[src/sv/assert_macros.svh]
// ----------------------------------------------------------------------------
// assert_macros.svh
// Concurrent assertion helpers for the RTL of the servo pulse generator.
// ----------------------------------------------------------------------------
`ifndef ASSERT_MACROS_SVH
`define ASSERT_MACROS_SVH

// Property must hold at every rising edge outside reset.
`define MSP_ASSERT(label, clk, rst_n, prop) \
    label: assert property (@(posedge clk) disable iff (!rst_n) prop) \
        else $error("assertion failed");

// Condition must never be true outside reset.
`define MSP_ASSERT_NEVER(label, clk, rst_n, expr) \
    `MSP_ASSERT(label, clk, rst_n, !(expr))

`endif

[src/sv/msp_pkg.sv]
// ----------------------------------------------------------------------------
// msp_pkg
// Widths, register codes and reset values of the servo pulse generator.
// ----------------------------------------------------------------------------
package msp_pkg;

    // Item field widths
    localparam int VAL_W    = 16;
    localparam int TGT_W    = 2;
    localparam int PIN_W    = 4;
    localparam int ACH_W    = 2;

    // Channel count default and upper bound
    localparam int NUM_CHANNELS_DEF = 4;
    localparam int NUM_CHANNELS_MAX = 16;
    // Wide enough to hold any channel number up to the bound
    localparam int CH_CMP_W = 5;

    // Configuration port
    localparam int CFG_IDX_W  = 1;
    localparam int CFG_DATA_W = VAL_W;

    localparam logic [CFG_IDX_W-1:0] CFG_MIN_PULSE_TICKS = 1'b0;
    localparam logic [CFG_IDX_W-1:0] CFG_SLOT_TICKS      = 1'b1;

    localparam logic [VAL_W-1:0] MIN_PULSE_RESET = 16'd100;
    localparam logic [VAL_W-1:0] SLOT_RESET      = 16'd200;

    // Item opcodes
    localparam logic OP_TICK      = 1'b0;
    localparam logic OP_SET_POINT = 1'b1;

endpackage

[src/sv/msp_req_if.sv]
// ----------------------------------------------------------------------------
// msp_req_if
// Request channel: timer ticks and set-point writes.
// ----------------------------------------------------------------------------
interface msp_req_if;
    logic                       valid;
    logic                       ready;
    logic                       opcode;
    logic [msp_pkg::TGT_W-1:0]  target_channel;
    logic [msp_pkg::VAL_W-1:0]  set_point;

    modport source (output valid, output opcode, output target_channel,
                    output set_point, input ready);
    modport sink   (input valid, input opcode, input target_channel,
                    input set_point, output ready);
endinterface

[src/sv/msp_rsp_if.sv]
// ----------------------------------------------------------------------------
// msp_rsp_if
// Result channel: pin levels after each item.
// ----------------------------------------------------------------------------
interface msp_rsp_if;
    logic                       valid;
    logic                       ready;
    logic [msp_pkg::PIN_W-1:0]  pin_levels;
    logic [msp_pkg::ACH_W-1:0]  active_channel;
    logic                       frame_slot_done;

    modport source (output valid, output pin_levels, output active_channel,
                    output frame_slot_done, input ready);
    modport sink   (input valid, input pin_levels, input active_channel,
                    input frame_slot_done, output ready);
endinterface

[src/sv/multiplexed_servo_pulse_generator.sv]
// ----------------------------------------------------------------------------
// multiplexed_servo_pulse_generator
// Time-multiplexed RC servo pulse generator, one channel slot at a time.
// ----------------------------------------------------------------------------
// Usage:
//   req carries one item per handshake: a timer tick (opcode tick) or a
//   set-point write to a channel's pending value. Every accepted item gives
//   exactly one item on rsp: the pin levels and active channel after that
//   item, plus a flag set when the tick closed a slot and loaded shadows.
//   The result is registered: it is valid the cycle after acceptance.
//   Throughput is one item per cycle while rsp takes each result; the single result register sets it.
//   req.ready stays high while the result register is empty or is being
//   taken in the same cycle, so a stalled rsp holds one result and blocks
//   further items until it drains.
//   cfg_we/cfg_index/cfg_data write min_pulse_ticks (index 0) and slot_ticks
//   (index 1); write them only while no item is in flight.
//   Reset clears all set-points, returns to channel 0 start phase with all
//   pins low, and restores min_pulse_ticks = 100 and slot_ticks = 200.
// ----------------------------------------------------------------------------
`include "assert_macros.svh"

module multiplexed_servo_pulse_generator #(
    parameter int NUM_CHANNELS = msp_pkg::NUM_CHANNELS_DEF
) (
    input  logic                            clk,
    input  logic                            rst_n,
    msp_req_if.sink                         req,
    msp_rsp_if.source                       rsp,
    input  logic                            cfg_we,
    input  logic [msp_pkg::CFG_IDX_W-1:0]   cfg_index,
    input  logic [msp_pkg::CFG_DATA_W-1:0]  cfg_data
);

    localparam int CH_W = (NUM_CHANNELS > 1) ? $clog2(NUM_CHANNELS) : 1;
    localparam int VW   = msp_pkg::VAL_W;
    localparam int CW   = msp_pkg::CH_CMP_W;
    localparam int PW   = msp_pkg::PIN_W;

    typedef enum logic [1:0] {
        PH_START = 2'd0,
        PH_ON    = 2'd1,
        PH_OFF   = 2'd2
    } phase_t;

    // State
    logic [VW-1:0]   min_pulse_reg;
    logic [VW-1:0]   slot_reg;
    logic [VW-1:0]   shadow_reg  [NUM_CHANNELS];
    logic [VW-1:0]   pending_reg [NUM_CHANNELS];
    logic [CH_W-1:0] chan_reg, chan_next;
    phase_t          phase_reg, phase_next;
    logic [VW-1:0]   high_reg, high_next;
    logic [VW-1:0]   low_reg, low_next;
    logic [PW-1:0]   pin_reg, pin_next;
    logic            rsp_valid_reg;
    logic            done_reg, done_next;

    logic            accept;
    logic            tick;
    logic            slot_end;
    logic [CW-1:0]   chan_wide;
    logic [PW-1:0]   pin_sel;
    logic [VW:0]     on_sum;
    logic [VW-1:0]   on_val;

    // Handshake: one result register, refilled as it drains
    assign req.ready = !rsp_valid_reg || rsp.ready;
    assign accept    = req.valid && req.ready;
    assign tick      = accept && (req.opcode == msp_pkg::OP_TICK);

    // Pin of the current channel; channels past the pin count select none
    assign chan_wide = CW'(chan_reg);
    always_comb
    begin
        for (int i = 0; i < PW; i++)
        begin
            pin_sel[i] = (chan_wide == CW'(i));
        end
    end

    // High time capped at slot length, low time is the remainder
    assign on_sum = {1'b0, min_pulse_reg} + {1'b0, shadow_reg[chan_reg]};
    assign on_val = (on_sum > {1'b0, slot_reg}) ? slot_reg : on_sum[VW-1:0];

    // Slot sequencer
    always_comb
    begin
        chan_next  = chan_reg;
        phase_next = phase_reg;
        high_next  = high_reg;
        low_next   = low_reg;
        pin_next   = pin_reg;
        slot_end   = 1'b0;
        if (tick)
        begin
            unique case (phase_reg)
                PH_START:
                begin
                    pin_next   = pin_reg | pin_sel;
                    high_next  = on_val;
                    low_next   = slot_reg - on_val;
                    phase_next = PH_ON;
                end
                PH_ON:
                begin
                    if (high_reg <= VW'(1))
                    begin
                        high_next  = '0;
                        pin_next   = pin_reg & ~pin_sel;
                        phase_next = PH_OFF;
                    end
                    else
                    begin
                        high_next = high_reg - VW'(1);
                    end
                end
                PH_OFF:
                begin
                    if (low_reg <= VW'(1))
                    begin
                        low_next   = '0;
                        phase_next = PH_START;
                        slot_end   = 1'b1;
                        chan_next  = (chan_reg == CH_W'(NUM_CHANNELS - 1)) ?
                                     '0 : chan_reg + CH_W'(1);
                    end
                    else
                    begin
                        low_next = low_reg - VW'(1);
                    end
                end
                default:
                begin
                    phase_next = PH_START;
                end
            endcase
        end
    end

    assign done_next = slot_end;

    // Sequencer state and result register
    always_ff @(posedge clk or negedge rst_n)
    begin
        if (!rst_n)
        begin
            chan_reg      <= '0;
            phase_reg     <= PH_START;
            high_reg      <= '0;
            low_reg       <= '0;
            pin_reg       <= '0;
            rsp_valid_reg <= 1'b0;
            done_reg      <= 1'b0;
        end
        else
        begin
            chan_reg  <= chan_next;
            phase_reg <= phase_next;
            high_reg  <= high_next;
            low_reg   <= low_next;
            pin_reg   <= pin_next;
            if (accept)
            begin
                rsp_valid_reg <= 1'b1;
                done_reg      <= done_next;
            end
            else if (rsp.ready)
            begin
                rsp_valid_reg <= 1'b0;
            end
        end
    end

    // Set-points: pending written by items, copied to shadows at slot end
    always_ff @(posedge clk or negedge rst_n)
    begin
        if (!rst_n)
        begin
            for (int i = 0; i < NUM_CHANNELS; i++)
            begin
                shadow_reg[i]  <= '0;
                pending_reg[i] <= '0;
            end
        end
        else
        begin
            for (int i = 0; i < NUM_CHANNELS; i++)
            begin
                if (accept && (req.opcode == msp_pkg::OP_SET_POINT) &&
                    (CW'(req.target_channel) == CW'(i)))
                begin
                    pending_reg[i] <= req.set_point;
                end
                if (slot_end)
                begin
                    shadow_reg[i] <= pending_reg[i];
                end
            end
        end
    end

    // Configuration registers
    always_ff @(posedge clk or negedge rst_n)
    begin
        if (!rst_n)
        begin
            min_pulse_reg <= msp_pkg::MIN_PULSE_RESET;
            slot_reg      <= msp_pkg::SLOT_RESET;
        end
        else if (cfg_we)
        begin
            unique case (cfg_index)
                msp_pkg::CFG_MIN_PULSE_TICKS: min_pulse_reg <= cfg_data;
                msp_pkg::CFG_SLOT_TICKS:      slot_reg      <= cfg_data;
                default:                      ;
            endcase
        end
    end

    // Result payload: state only moves when the result register is free
    assign rsp.valid           = rsp_valid_reg;
    assign rsp.pin_levels      = pin_reg;
    assign rsp.active_channel  = chan_wide[msp_pkg::ACH_W-1:0];
    assign rsp.frame_slot_done = done_reg;

    // Checks
    `MSP_ASSERT(a_one_pin_high, clk, rst_n, $onehot0(pin_reg))
    `MSP_ASSERT(a_pin_only_in_on, clk, rst_n, (pin_reg != '0) |-> (phase_reg == PH_ON))
    `MSP_ASSERT(a_chan_moves_at_slot_end, clk, rst_n,
        (chan_reg != $past(chan_reg)) |-> (rsp_valid_reg && done_reg))
    `MSP_ASSERT_NEVER(a_done_not_in_start, clk, rst_n,
        rsp_valid_reg && done_reg && (phase_reg != PH_START))

endmodule
[src/flat_wrapper.sv]
// flat-port wrapper written by rule: the top's interface ports become plain ports
module multiplexed_servo_pulse_generator_flat 
#(
    parameter int NUM_CHANNELS = msp_pkg::NUM_CHANNELS_DEF
)
  (clk, rst_n, cfg_we, cfg_index, cfg_data, req_valid, req_opcode, req_target_channel, req_set_point, req_ready, rsp_valid, rsp_pin_levels, rsp_active_channel, rsp_frame_slot_done, rsp_ready);
  msp_req_if req_i ();
  msp_rsp_if rsp_i ();
  input  logic clk;
  input  logic rst_n;
  input  logic cfg_we;
  input  logic [msp_pkg::CFG_IDX_W-1:0] cfg_index;
  input  logic [msp_pkg::CFG_DATA_W-1:0] cfg_data;
  input wire logic [$bits(req_i.valid)-1:0] req_valid;
  input wire logic [$bits(req_i.opcode)-1:0] req_opcode;
  input wire logic [$bits(req_i.target_channel)-1:0] req_target_channel;
  input wire logic [$bits(req_i.set_point)-1:0] req_set_point;
  output wire logic [$bits(req_i.ready)-1:0] req_ready;
  output wire logic [$bits(rsp_i.valid)-1:0] rsp_valid;
  output wire logic [$bits(rsp_i.pin_levels)-1:0] rsp_pin_levels;
  output wire logic [$bits(rsp_i.active_channel)-1:0] rsp_active_channel;
  output wire logic [$bits(rsp_i.frame_slot_done)-1:0] rsp_frame_slot_done;
  input wire logic [$bits(rsp_i.ready)-1:0] rsp_ready;
  assign req_i.valid = req_valid;
  assign req_i.opcode = req_opcode;
  assign req_i.target_channel = req_target_channel;
  assign req_i.set_point = req_set_point;
  assign req_ready = req_i.ready;
  assign rsp_valid = rsp_i.valid;
  assign rsp_pin_levels = rsp_i.pin_levels;
  assign rsp_active_channel = rsp_i.active_channel;
  assign rsp_frame_slot_done = rsp_i.frame_slot_done;
  assign rsp_i.ready = rsp_ready;
  multiplexed_servo_pulse_generator #(.NUM_CHANNELS(NUM_CHANNELS)) u_core (.clk(clk), .rst_n(rst_n), .req(req_i), .rsp(rsp_i), .cfg_we(cfg_we), .cfg_index(cfg_index), .cfg_data(cfg_data));
endmodule
[config.mk]
export PLATFORM = sky130hd
export DESIGN_NAME = multiplexed_servo_pulse_generator_flat
export DESIGN_NICKNAME = d
export VERILOG_FILES = /design/src/sv/msp_pkg.sv /design/src/sv/msp_req_if.sv /design/src/sv/msp_rsp_if.sv /design/src/sv/multiplexed_servo_pulse_generator.sv /design/src/flat_wrapper.sv
export VERILOG_INCLUDE_DIRS = /design/src /design/src/sv
export SDC_FILE = /design/constraint.sdc
export NUM_CORES = 1
export LEC_CHECK = 0
export ABC_AREA = 0
export BUFFER_PORTS_ARGS = -buffer_cell sky130_fd_sc_hd__buf_2
export CAP_MARGIN = 10
export CORE_AREA = 2 2 160 162
export CTS_CLUSTER_DIAMETER = 150
export DETAILED_ROUTE_END_ITERATION = 10
export DIE_AREA = 0 0 162 164
export PLACE_DENSITY = 0.65
export SYNTH_ARGS = -nofsm -noshare
export SYNTH_HDL_FRONTEND = slang
export SYNTH_SLANG_ARGS = --single-unit
export TNS_END_PERCENT = 20
[constraint.sdc]
create_clock -name clk -period 7.81 [get_ports clk]
set_clock_uncertainty 0.1 [all_clocks]
set_input_delay 0.781 -clock clk [delete_from_list [all_inputs] [get_ports clk]]
set_output_delay 0.781 -clock clk [all_outputs]
set_load 0.01 [all_outputs]
# After elaboration in Yosys (flattened, before gate mapping)
# Cells that the tools add are included.
# totals
romBits,0
elab_cells,83
reg_bits,202
input_bits,41
mem_bits_rw,0
latchBits,0
mem_count,0
output_inout_bits,9
# classes
n_bitwise,6
eq_ne,10
addsub,5
n_div,0
n_mux,19
reduce_logical,22
shift,0
multipliers,0
magnitude_cmp,4
# ops
operator,count
two-way mux 16 bit,5
case mux 16 bit (2 select lines),2
binary-select mux 16 bit (select 2 bit),1
<= comparator 16 x 1 -> 1 bit (second input constant),2
subtractor 16 x 1 -> 16 bit (second input constant),2
adder 16 x 16 -> 17 bit,1
> comparator 17 x 16 -> 1 bit,1
subtractor 16 bit,1
equality test 2 bit (second input constant),5
AND reduction 3 bit,3
case mux 4 bit (2 select lines),1
AND reduction 2 bit,4
logical AND 1 bit,7
equality test 2 x 1 -> 1 bit (second input constant),3
two-way mux 2 bit,3
case mux 2 bit (3 select lines),1
nonzero test 2 bit,3
logical NOT 5 bit,1
two-way mux 1 bit,5
bitwise AND 4 bit,1
logical NOT 2 bit,2
two-way mux 4 bit,1
inequality test 2 x 1 -> 1 bit (second input constant),2
inverter 4 bit,1
other kinds (7),8

# Depth between registers and ports, before layout
# Gate-level depths: netlist of the first run.
# depth
word_depth,9
ltp_mapped,31
ltp_nobuf,28

# Worst setup path before layout of the first run
# OpenSTA, ideal clock, no wires.
# synth_path
path_kind,reg-to-reg
start,register u_core.chan_reg[0] (netlist: u_core.rsp.active_channel[0])
end,register u_core.low_reg[15]
setup_time_ps,134
arrival_time_ps,7463
required_time_ps,7576
path_slack_ps,113
period_less_slack_ps,7697
stages_incl_launch_ff,31
path_buffers,4
cell_sequence,dfrtp_1 clkbuf_1 clkbuf_1 mux4_2 ha_1 and3_1 a221oi_2 nor2b_1 or3_1 a21oi_1 xnor2_1 ha_1 and4_1 nor4bb_1 o21ai_0 o211a_1 nor2_1 buf_2 buf_2 a21oi_1 ha_1 and3b_1 a211oi_1 a22oi_1 a311oi_1 o41ai_1 nand4_1 a221oi_1 o22ai_1 xnor2_1 o211ai_1
# synth_via
elab_chain_cells,9
# synth_lines
element,line,text
"start, declared",multiplexed_servo_pulse_generator.sv:50,"logic [CH_W-1:0] chan_reg, chan_next;"
"start signal, assigned",multiplexed_servo_pulse_generator.sv:157,chan_reg <= chan_next;
inverter 2 -> 3 bit (implied by the code) (*),multiplexed_servo_pulse_generator.sv:82,"assign on_sum = {1'b0, min_pulse_reg} + {1'b0, shadow_reg[chan_reg]};"
binary-select mux 16 bit (select 2 bit) (*),multiplexed_servo_pulse_generator.sv:82,
two-way mux 16 bit (implied by the code) (*) (2 in series),multiplexed_servo_pulse_generator.sv:82,
adder 16 x 16 -> 17 bit (*),multiplexed_servo_pulse_generator.sv:82,
> comparator 17 x 16 -> 1 bit,multiplexed_servo_pulse_generator.sv:83,"assign on_val = (on_sum > {1'b0, slot_reg}) ? slot_reg : on_sum[VW-1:0];"
two-way mux 16 bit (*),multiplexed_servo_pulse_generator.sv:83,
subtractor 16 bit (*),multiplexed_servo_pulse_generator.sv:101,low_next = slot_reg - on_val;
case mux 16 bit (2 select lines) (*),multiplexed_servo_pulse_generator.sv:96,unique case (phase_reg)
"end signal, assigned",multiplexed_servo_pulse_generator.sv:160,low_reg <= low_next;
"end, declared",multiplexed_servo_pulse_generator.sv:53,"logic [VW-1:0] low_reg, low_next;"
# Every way passes the cells marked *; elsewhere a longest branch is shown, timed or not. The select of a mux whose other input is x is not followed.
# A chain may end at the register's enable or synchronous reset.

# Final worst setup path of the first run
# Ends and elaborated chain as after synthesis.

==> results.cfg, run 1 <==
[final_layout]
seq_area_sq_mm = 0.005062
layout-drive-gt1-share_pct = 29.83
multi_input_area_sq_mm = 0.005803
syn_to_final_growth_pct = 13.53
fillers = 2230
nNetsFinal = 1128

[sta]
min_period_ns = 7.300
max-slew-margin-rel_pct = 30.47
drv_slew = 0
tns_ns = 0
grt_setup_unrepaired = no
hold_viol = 0
setup_slack_ns = 0.5099
setup_viol = 0
worst_slew_pin_slew_ns = 1.043
period_share_pct = 93.47
worst_hold_slack_ns = 0.1418
fmax_ghz = 0.1370

[yosys]
yosys_warnings = 0
synth_compound_area_share_pct = 13.62
dominantRegCellSynth = dfrtp_1
synthArstFlopShare_pct = 100.0
synth_mux_area_share_pct = 19.85
synthCells = 981
syn_nets = 1070
synth_top_family_by_area = multiplexers
synth.cell_area_sq_mm = 0.01106
synth_fa_ha_area_share_pct = 5.960
synth.distinct_cells = 76
seq_area_frac_synth_pct = 45.76
syn_avg_cell_area_sq_um = 11.28
yosys_register_bits = 202
synthXorXnorAreaFrac_pct = 2.511
yosys.area_share.simple_pct = 9.749
synth_edf_count = 0

[global_routing]
grt-ovfl-total = 0
grt_use_met2_pct = 32.30
top_usage_layer = met2
gr-usage-all-layers_pct = 19.79
grt_max_degree = 72
grt_util_met1_pct = 26.33
grt.met3_usage_pct = 3.561
antenna_found_initial = 2
grt_pass1_wl_um = 41760
grt_pass1_vias = 7841

[critical_path]
reg2reg_to = u_core.low_reg[15]
cpMaxStageDelayCell = mux4_2
rr_startpoint = u_core.rsp.active_channel[0]
path_class = reg -> reg
slowest_delay_ns = 0.52
cp-end-kind = flip-flop
critPathMaxFanout = 22
crit_path_start_kind = flip-flop
ff2ff_setup_slack_ns = 0.51
critical_path_required_ns = 8.12
worst_setup_path_startpoint = u_core.rsp.active_channel[0]
cp.arrival_ns = 7.61
reg2regPathDepth = 28

[cts]
cts-root-buf = clkbuf_16
cts_hold_buf = 0
cts_tree = done
htreeDepth = 1
postCtsSetupRepairBufs = 0
clk_latency_ns = 0.53
cts_buffers = 23
ctsLongestPathBuffers = 3
clkSinkCount = 202
cts_resized = 0
path_clk_slew_ns = 0.06

[floorplan]
initial_core_util_pct = 44.58
die_w_um = 162
die_area_sq_mm = 0.02657
die_h_um = 164
pin_count = 50
fp.coreArea_sq_mm = 0.02482
std_cell_rows = 58

[routing]
dr.first_iter.drc_count = 507
drt-pass1-iter-count = 5
drt-wirelength-per-cell_um = 18.68
vias = 7932
via_per_inst = 5.719
drc = 0
wirelength_um = 25900
ant_nets = 0

[placed_design]
finalWeightedCongestion = 0.8564
detailedPlacementHpwl_um = 18580
port_buffers = 49
post-place-ws_ns = 0.3189

[status]
status = finished clean

[power]
irDropWorstVdd_v = 0.0002060
power.density_mw_per_mm2 = 286.9
leakagePower_nw = 5.771

[hold_path]
hold_path_class = in -> async

[job]
cap_violations = 0
[worst max-delay path: cells and delay by family, from the launching register on]
family | cells | cell delay (ns)
mux | 1 | 0.52
buf+inv | 1 | 0.20
flops | 1 | 0.38
compound gates | 13 | 2.60
fa+ha+maj | 4 | 1.32
xor+xnor | 2 | 0.31
simple gates | 7 | 1.73
[worst max-delay path by stage]
stage | end | slack [ns] | cells past startpoint
3_3_place_gp | u_core.low_reg[15] | 0.60 | 27
2_1_floorplan | u_core.low_reg[15] | 0.11 | 30
4_1_cts | u_core.low_reg[15] | 0.29 | 27
3_5_place_dp | u_core.low_reg[15] | 0.32 | 27
5_1_grt | u_core.low_reg[15] | 0.02 | 29
6_report | u_core.low_reg[15] | 0.51 | 28
[synthesized netlist by cell type (4+ instances only)]
cell type  number  area share [%]
buf_2           4            0.18
and3_1          6            0.34
mux4_2         16             3.3
xor2_1          8            0.63
a21oi_1        45             2.0
buf_1           6            0.20
or2_2           5            0.28
a22o_1         18             1.4
nor4_1          7            0.40
nand2_1        56             1.9
a211oi_1        8            0.54
dfstp_2         6             1.4
nor3_1         23             1.0
o32a_1          4            0.36
dfrtp_1       196              44
ha_1           46             5.2
xnor2_1        16             1.3
nand4_1         8            0.45
nor2b_1         5            0.28
a21boi_0        5            0.34
o21a_1          8            0.54
mux2_2        163              17
nand3_1        12            0.54
o21ai_0        64             2.9
a21o_1          9            0.61
inv_1          38             1.3
nand2b_1        7            0.40
nor2_1         63             2.1
clkbuf_1       25            0.85
o22ai_1        13            0.74
or3_1          13            0.74
a31oi_1         4            0.23
[metrics by stage]
| stage | power (mW) | utilization, % | cells | cell area [sq um] |
|---|---|---|---|---|
| floorplan | 2.228 | - | 981 | 11060 |
| global placement | 2.540 | 47.48 | 1344 | 11780 |
| detailed placement | 2.566 | 47.48 | 1344 | 11780 |
| CTS | 3.611 | 50.39 | 1386 | 12510 |
| global route | 3.828 | 50.59 | 1386 | 12560 |
| finish | 3.603 | 50.61 | 1387 | 12560 |
[layout by cell type (no fill, tap or decap), drive strengths merged, types with 4 or more instances in the layout]
cell	netlist	routed
dfrtp	196	196
mux2	163	163
buf	10	67
o21ai	66	66
nor2	63	63
nand2	56	56
ha	46	46
a21oi	45	45
inv	39	41
clkbuf	25	34
nor3	24	24
a22o	18	18
mux4	16	16
xnor2	16	16
or3	13	13
o22ai	13	13
nand3	12	12
a21o	9	9
o21a	8	8
a211oi	8	8
xor2	8	8
nand4	8	8
nand2b	7	7
nor4	7	7
and3	6	6
dfstp	6	6
a21boi	6	6
or2	6	6
clkinv	0	6
nor2b	5	5
a221oi	5	5
o32a	4	4
a31oi	4	4
maj3	4	4
[power by group]
group	switching (mW)	total (mW)	leakage, nW	internal, mW
registers	0.174	1.42	2.58	1.25
logic	0.658	1.16	2.84	0.501
clock network	0.436	1.02	0.357	0.588
[layer usage]
layer | part of all wire [%] | wire length (um)
met5 | 0.027 | 7
met4 | 4.0 | 1048
met3 | 4.2 | 1086
met2 | 47 | 12100
met1 | 45 | 11660
[layout make-up]
cell class | count | share of cell area, %
flip-flops and latches | 202 | 40.31
multi-input cells | 705 | 46.20
inverters | 39 | 1.166
repair buffers | 68 | 3.258
well taps | 330 | 3.288
clock inverters | 9 | 0.5579
clock buffers | 33 | 5.200
diodes | 1 | 0.01992
[logic make-up (layout without fill, tap and decap cells)]
group | count (synthesis) | in the layout
buffers and inverters | 74 | 149
xor gates and xnor gates | 27 | 27
DFF | 202 | 202
AOI/OAI and AO/OA | 225 | 225
adders and majority gates | 52 | 52
and+or+nand+nor | 222 | 222
other | 0 | 1
muxes | 179 | 179
Note: power is estimated with default switching activity, not from simulation.
==> run 2: changes to the inputs <==
Settings changed: CTS_BUF_LIST set to sky130_fd_sc_hd__clkbuf_16.
==> run 2 against run 1 <==
Count of clock-buffer cells in the layout decreased by 10. Register-to-register slack about the same. Sequential power about the same. Clock power decreased by 4%. Design area decreased by 0.32%. Non-clock buffer count unchanged.
==> results.cfg, run 2 (synthesized netlist as in run 1, its figures left out) <==
[critical_path]
cp-end-kind = flip-flop
path_class = reg -> reg
worst_setup_path_startpoint = u_core.rsp.active_channel[0]
critical_path_required_ns = 8.12
critPathMaxFanout = 22
reg2reg_to = u_core.low_reg[15]
cp.arrival_ns = 7.60
cp-endpoint = u_core.low_reg[15]
reg2regPathDepth = 28
ff2ff_setup_slack_ns = 0.51
cpMaxStageDelayCell = mux4_2
slowest_delay_ns = 0.52
crit_path_start_kind = flip-flop
rr_startpoint = u_core.rsp.active_channel[0]

[sta]
max-slew-margin-rel_pct = 30.89
worst_hold_slack_ns = 0.1437
drv_slew = 0
period_share_pct = 93.43
setup_slack_ns = 0.5135
grt_setup_unrepaired = no
setup_viol = 0
min_period_ns = 7.297
worst_slew_pin_slew_ns = 1.037
tns_ns = 0
fmax_ghz = 0.1371
hold_viol = 0

[cts]
clkSinkCount = 202
clk_latency_ns = 0.53
path_clk_slew_ns = 0.06
cts_buffers = 23
cts-root-buf = clkbuf_16
postCtsSetupRepairBufs = 0
htreeDepth = 1
cts_hold_buf = 0
cts_tree = done
ctsLongestPathBuffers = 3

[routing]
ant_nets = 0
drt-pass1-iter-count = 6
dr.first_iter.drc_count = 489
drt-wirelength-per-cell_um = 18.71
vias = 7939
wirelength_um = 25950
drc = 0
via_per_inst = 5.724

[final_layout]
layout-drive-gt1-share_pct = 29.45
utilization_pct = 50.44
syn_to_final_growth_pct = 13.16
nNetsFinal = 1128
mostFrequentLayoutCells = dfrtp_1, mux2_2, o21ai_0
layout_commonest_cell = dfrtp_1

[global_routing]
grt_pass1_vias = 7844
grt_pass1_wl_um = 41780
antenna_found_initial = 2
grt-ovfl-total = 0
grt_max_degree = 72
gr-usage-all-layers_pct = 19.80

[hold_path]
hold_path_class = in -> async

[floorplan]
pin_count = 50
die_h_um = 164
die_area_sq_mm = 0.02657
die_w_um = 162
std_cell_rows = 58
initial_core_util_pct = 44.58
fp.coreArea_sq_mm = 0.02482

[placed_design]
port_buffers = 49
detailedPlacementHpwl_um = 18580
post-place-ws_ns = 0.3189
finalWeightedCongestion = 0.8564

[power]
power.density_mw_per_mm2 = 284.2
irDropWorstVdd_v = 0.0002064
leakagePower_nw = 5.774

[status]
status = finished clean

[job]
cap_violations = 0
-- run 2: cell count changes in the layout (fill, tap and decap cells not counted), sizes merged --
cell    delta
clkbuf    -10
inv        +6
clkinv     +4
-- run 2: worst max-delay path, delay by kind of cell, from the launching register on --
family	cells	cell delay [ns]
AO/OA/AOI/OAI	13	2.60
XOR/XNOR	2	0.31
adder cells (fa/ha/maj)	4	1.32
buffers and inverters	1	0.20
flip-flops	1	0.37
multiplexers	1	0.52
AND/OR/NAND/NOR	7	1.73
-- run 2: worst min-delay path by stage --
stage                                          start                          to  slack (ns)  cells past startpoint
after floorplan                    u_core.low_reg[7]           u_core.low_reg[7]        0.36                      2
after global placement    u_core.rsp.frame_slot_done  u_core.rsp.frame_slot_done        0.36                      2
after detailed placement  u_core.rsp.frame_slot_done  u_core.rsp.frame_slot_done        0.38                      2
after CTS                                      rst_n           u_core.low_reg[5]        0.15                      1
after global routing                           rst_n           u_core.low_reg[5]        0.19                      1
final                                          rst_n           u_core.low_reg[5]        0.14                      1
-- run 2: cell type report --
class	count	area, sq um
fill	2238	12300
multi-input combinational	705	5803
sequential	202	5062
clock buffer	23	575.6
tap	330	412.9
timing repair buffer	68	409.1
inverter	39	146.4
clock inverter	19	107.6
antenna	1	2.502
-- run 2: where the power goes --
group | switching [mW] | internal (mW) | total [mW]
Sequential | 0.173 | 1.25 | 1.42
Clock | 0.439 | 0.541 | 0.980
Combinational | 0.658 | 0.501 | 1.16
Total | 1.27 | 2.29 | 3.56
-- run 2: metal layers --
metal,vias to the layer above,GRT usage [%],wire [um]
li1,3767,-,-
met3,63,3.561,1149
met1,3927,26.35,11590
met5,-,0,7
met4,2,7.884,1076
met2,180,32.30,12130
-- run 2: per-stage QoR --
step,power [mW],area (sq um),std cells
after floorplan,2.228,11060,981
after global placement,2.540,11780,1344
after detailed placement,2.566,11780,1344
after CTS,3.562,12470,1386
after global routing,3.781,12520,1386
final,3.558,12520,1387
-- run 2: what timing repair did --
item	4_1_cts	5_1_grt
gates resized for setup	0	7
endpoints found under the setup margin	0	5
endpoints found under the hold margin	0	0
==> run 3: changes to the inputs <==
Settings changed: CORE_AREA 2 2 160 162 to 2 2 145 147, DIE_AREA 0 0 162 164 to 0 0 147 149, PLACE_DENSITY 0.65 to 0.77.
==> run 3 against run 2 <==
Utilization up 10 points. Wire length down 2.0%. Hold slack improved by 0.027 ns. Via count grew 1.5%. Setup slack worse by 0.0055 ns. Critical path type unchanged.
==> results.cfg, run 3 (synthesized netlist as in run 1, its figures left out) <==
[floorplan]
std_cell_rows = 53
fp.coreArea_sq_mm = 0.02056
die_h_um = 149
die_area_sq_mm = 0.02190
pin_count = 50
die_w_um = 147
initial_core_util_pct = 53.82

[routing]
dr.first_iter.drc_count = 484
drt-pass1-iter-count = 5
drc = 0
vias = 8062
ant_nets = 0
via_per_inst = 6.048
drt-wirelength-per-cell_um = 19.08
wirelength_um = 25430

[global_routing]
grt_max_degree = 82
grt-ovfl-total = 0
grt_pass1_vias = 8073
antenna_found_initial = 0
gr-usage-all-layers_pct = 23.64
grt_pass1_wl_um = 41780

[sta]
worst_slew_pin_slew_ns = 1.125
min_period_ns = 7.302
worst_hold_slack_ns = 0.1710
hold_viol = 0
setup_viol = 0
fmax_ghz = 0.1369
max-slew-margin-rel_pct = 24.80
drv_slew = 0
period_share_pct = 93.50

[power]
power_frac_comb_pct = 31.6
switching_share_pct = 34.91
power.density_mw_per_mm2 = 293.3
seq_power_share_pct = 38.6
clkPwrFrac_pct = 29.8
p_switching_mw = 1.282
leakagePower_nw = 5.804
p_int_mw = 2.391
total_power_mw = 3.673
irDropWorstVdd_v = 0.0002299

[critical_path]
critical_path_required_ns = 8.12
critPathMaxFanout = 13
cp.arrival_ns = 7.61
crit_path_start_kind = flip-flop
cp-end-kind = flip-flop
path_class = reg -> reg
cpMaxStageDelayCell = mux4_2
slowest_delay_ns = 0.53
cpMostUsedCell = ha_1

[cts]
ctsLongestPathBuffers = 3
clk_latency_ns = 0.53
clkSinkCount = 202
cts_buffers = 23
cts_tree = done
cts_hold_buf = 0
htreeDepth = 1
cts-root-buf = clkbuf_16
path_clk_slew_ns = 0.06

[final_layout]
utilization_pct = 60.93
mostFrequentLayoutCells = dfrtp_1, mux2_2, o21ai_0
layout-drive-gt1-share_pct = 29.71
layout_commonest_cell = dfrtp_1
syn_to_final_growth_pct = 13.21
stdcell_count = 1333
nNetsFinal = 1129

[job]
cap_violations = 0

[hold_path]
hold_path_class = in -> async

[status]
status = finished clean

[placed_design]
finalWeightedCongestion = 0.9504
port_buffers = 49
dp_cells = 1288
detailedPlacementHpwl_um = 18300
[run 3: cell types whose count changed in the layout (fill, tap and decap cells not counted), moves of 2 or more]
cell,previous run,this run
inv_1,44,41
a311oi_1,1,3
bufinv_16,0,3
a311oi_2,2,0
[run 3: layout make-up]
| class | count | area [sq um] |
|---|---|---|
| inverter | 39 | 146.4 |
| fill | 1663 | 8033 |
| timing repair buffer | 69 | 407.9 |
| clock buffer | 23 | 575.6 |
| multi-input combinational | 705 | 5791 |
| tap | 275 | 344.1 |
| antenna | 1 | 2.502 |
| sequential | 202 | 5062 |
| clock inverter | 19 | 195.2 |
[run 3: what timing repair did]
item / in CTS / in global routing
endpoints found under the setup margin: 0 / 3
resized for setup: 0 / 7
buffers inserted: 0 / 2
[run 3: stage by stage]
step | cell area (sq um) | setup WS, ns | TNS (ns)
4_1_cts | 12470 | 0.2410 | 0
3_5_place_dp | 11700 | 0.2422 | 0
3_3_place_gp | 11700 | 0.5717 | 0
2_1_floorplan | 11060 | 0.1130 | 0
5_1_grt | 12520 | -0.03285 | -0.03508
6_report | 12520 | 0.5080 | 0
[run 3: path summary, 6_finish.rpt]
| check | to | depth (start not counted) | slack, ns | startpoint |
|---|---|---|---|---|
| max | u_core.low_reg[15] | 29 | 0.51 | u_core.rsp.active_channel[0] |
| min | u_core.low_reg[4] | 1 | 0.17 | rst_n |
| max reg2reg | u_core.low_reg[15] | 29 | 0.51 | u_core.rsp.active_channel[0] |
| min reg2reg | u_core.rsp.frame_slot_done | 2 | 0.38 | u_core.rsp.frame_slot_done |
| max in group asynchronous | u_core.shadow_reg[56] | 2 | 6.15 | rst_n |
| min in group clk | u_core.rsp.valid | 2 | 0.35 | req_valid |
[run 3: worst max-delay path: cells and delay by family, from the launching register on]
kind,cells,cell delay [ns]
adders and majority gates,3,0.99
buffers and inverters,3,0.60
DFF,1,0.32
xor gates and xnor gates,2,0.29
AOI/OAI and AO/OA,12,2.46
muxes,1,0.53
and+or+nand+nor,8,1.88
[run 3: layer usage]
layer	routed length, um	track usage, %	vias up
li1	-	-	3784
met1	11090	31.68	4017
met2	12350	40.45	207
met3	1133	2.783	54
met4	852	8.029	0
met5	0	0	-
[run 3: power by group through the flow]
stage	Sequential, mW	Combinational (mW)	Clock (mW)
finish	1.42	1.16	1.09
global route	1.45	1.29	1.15
CTS	1.41	1.13	1.12
detailed placement	1.43	1.13	0
global placement	1.42	1.10	0
floorplan	1.37	0.859	0
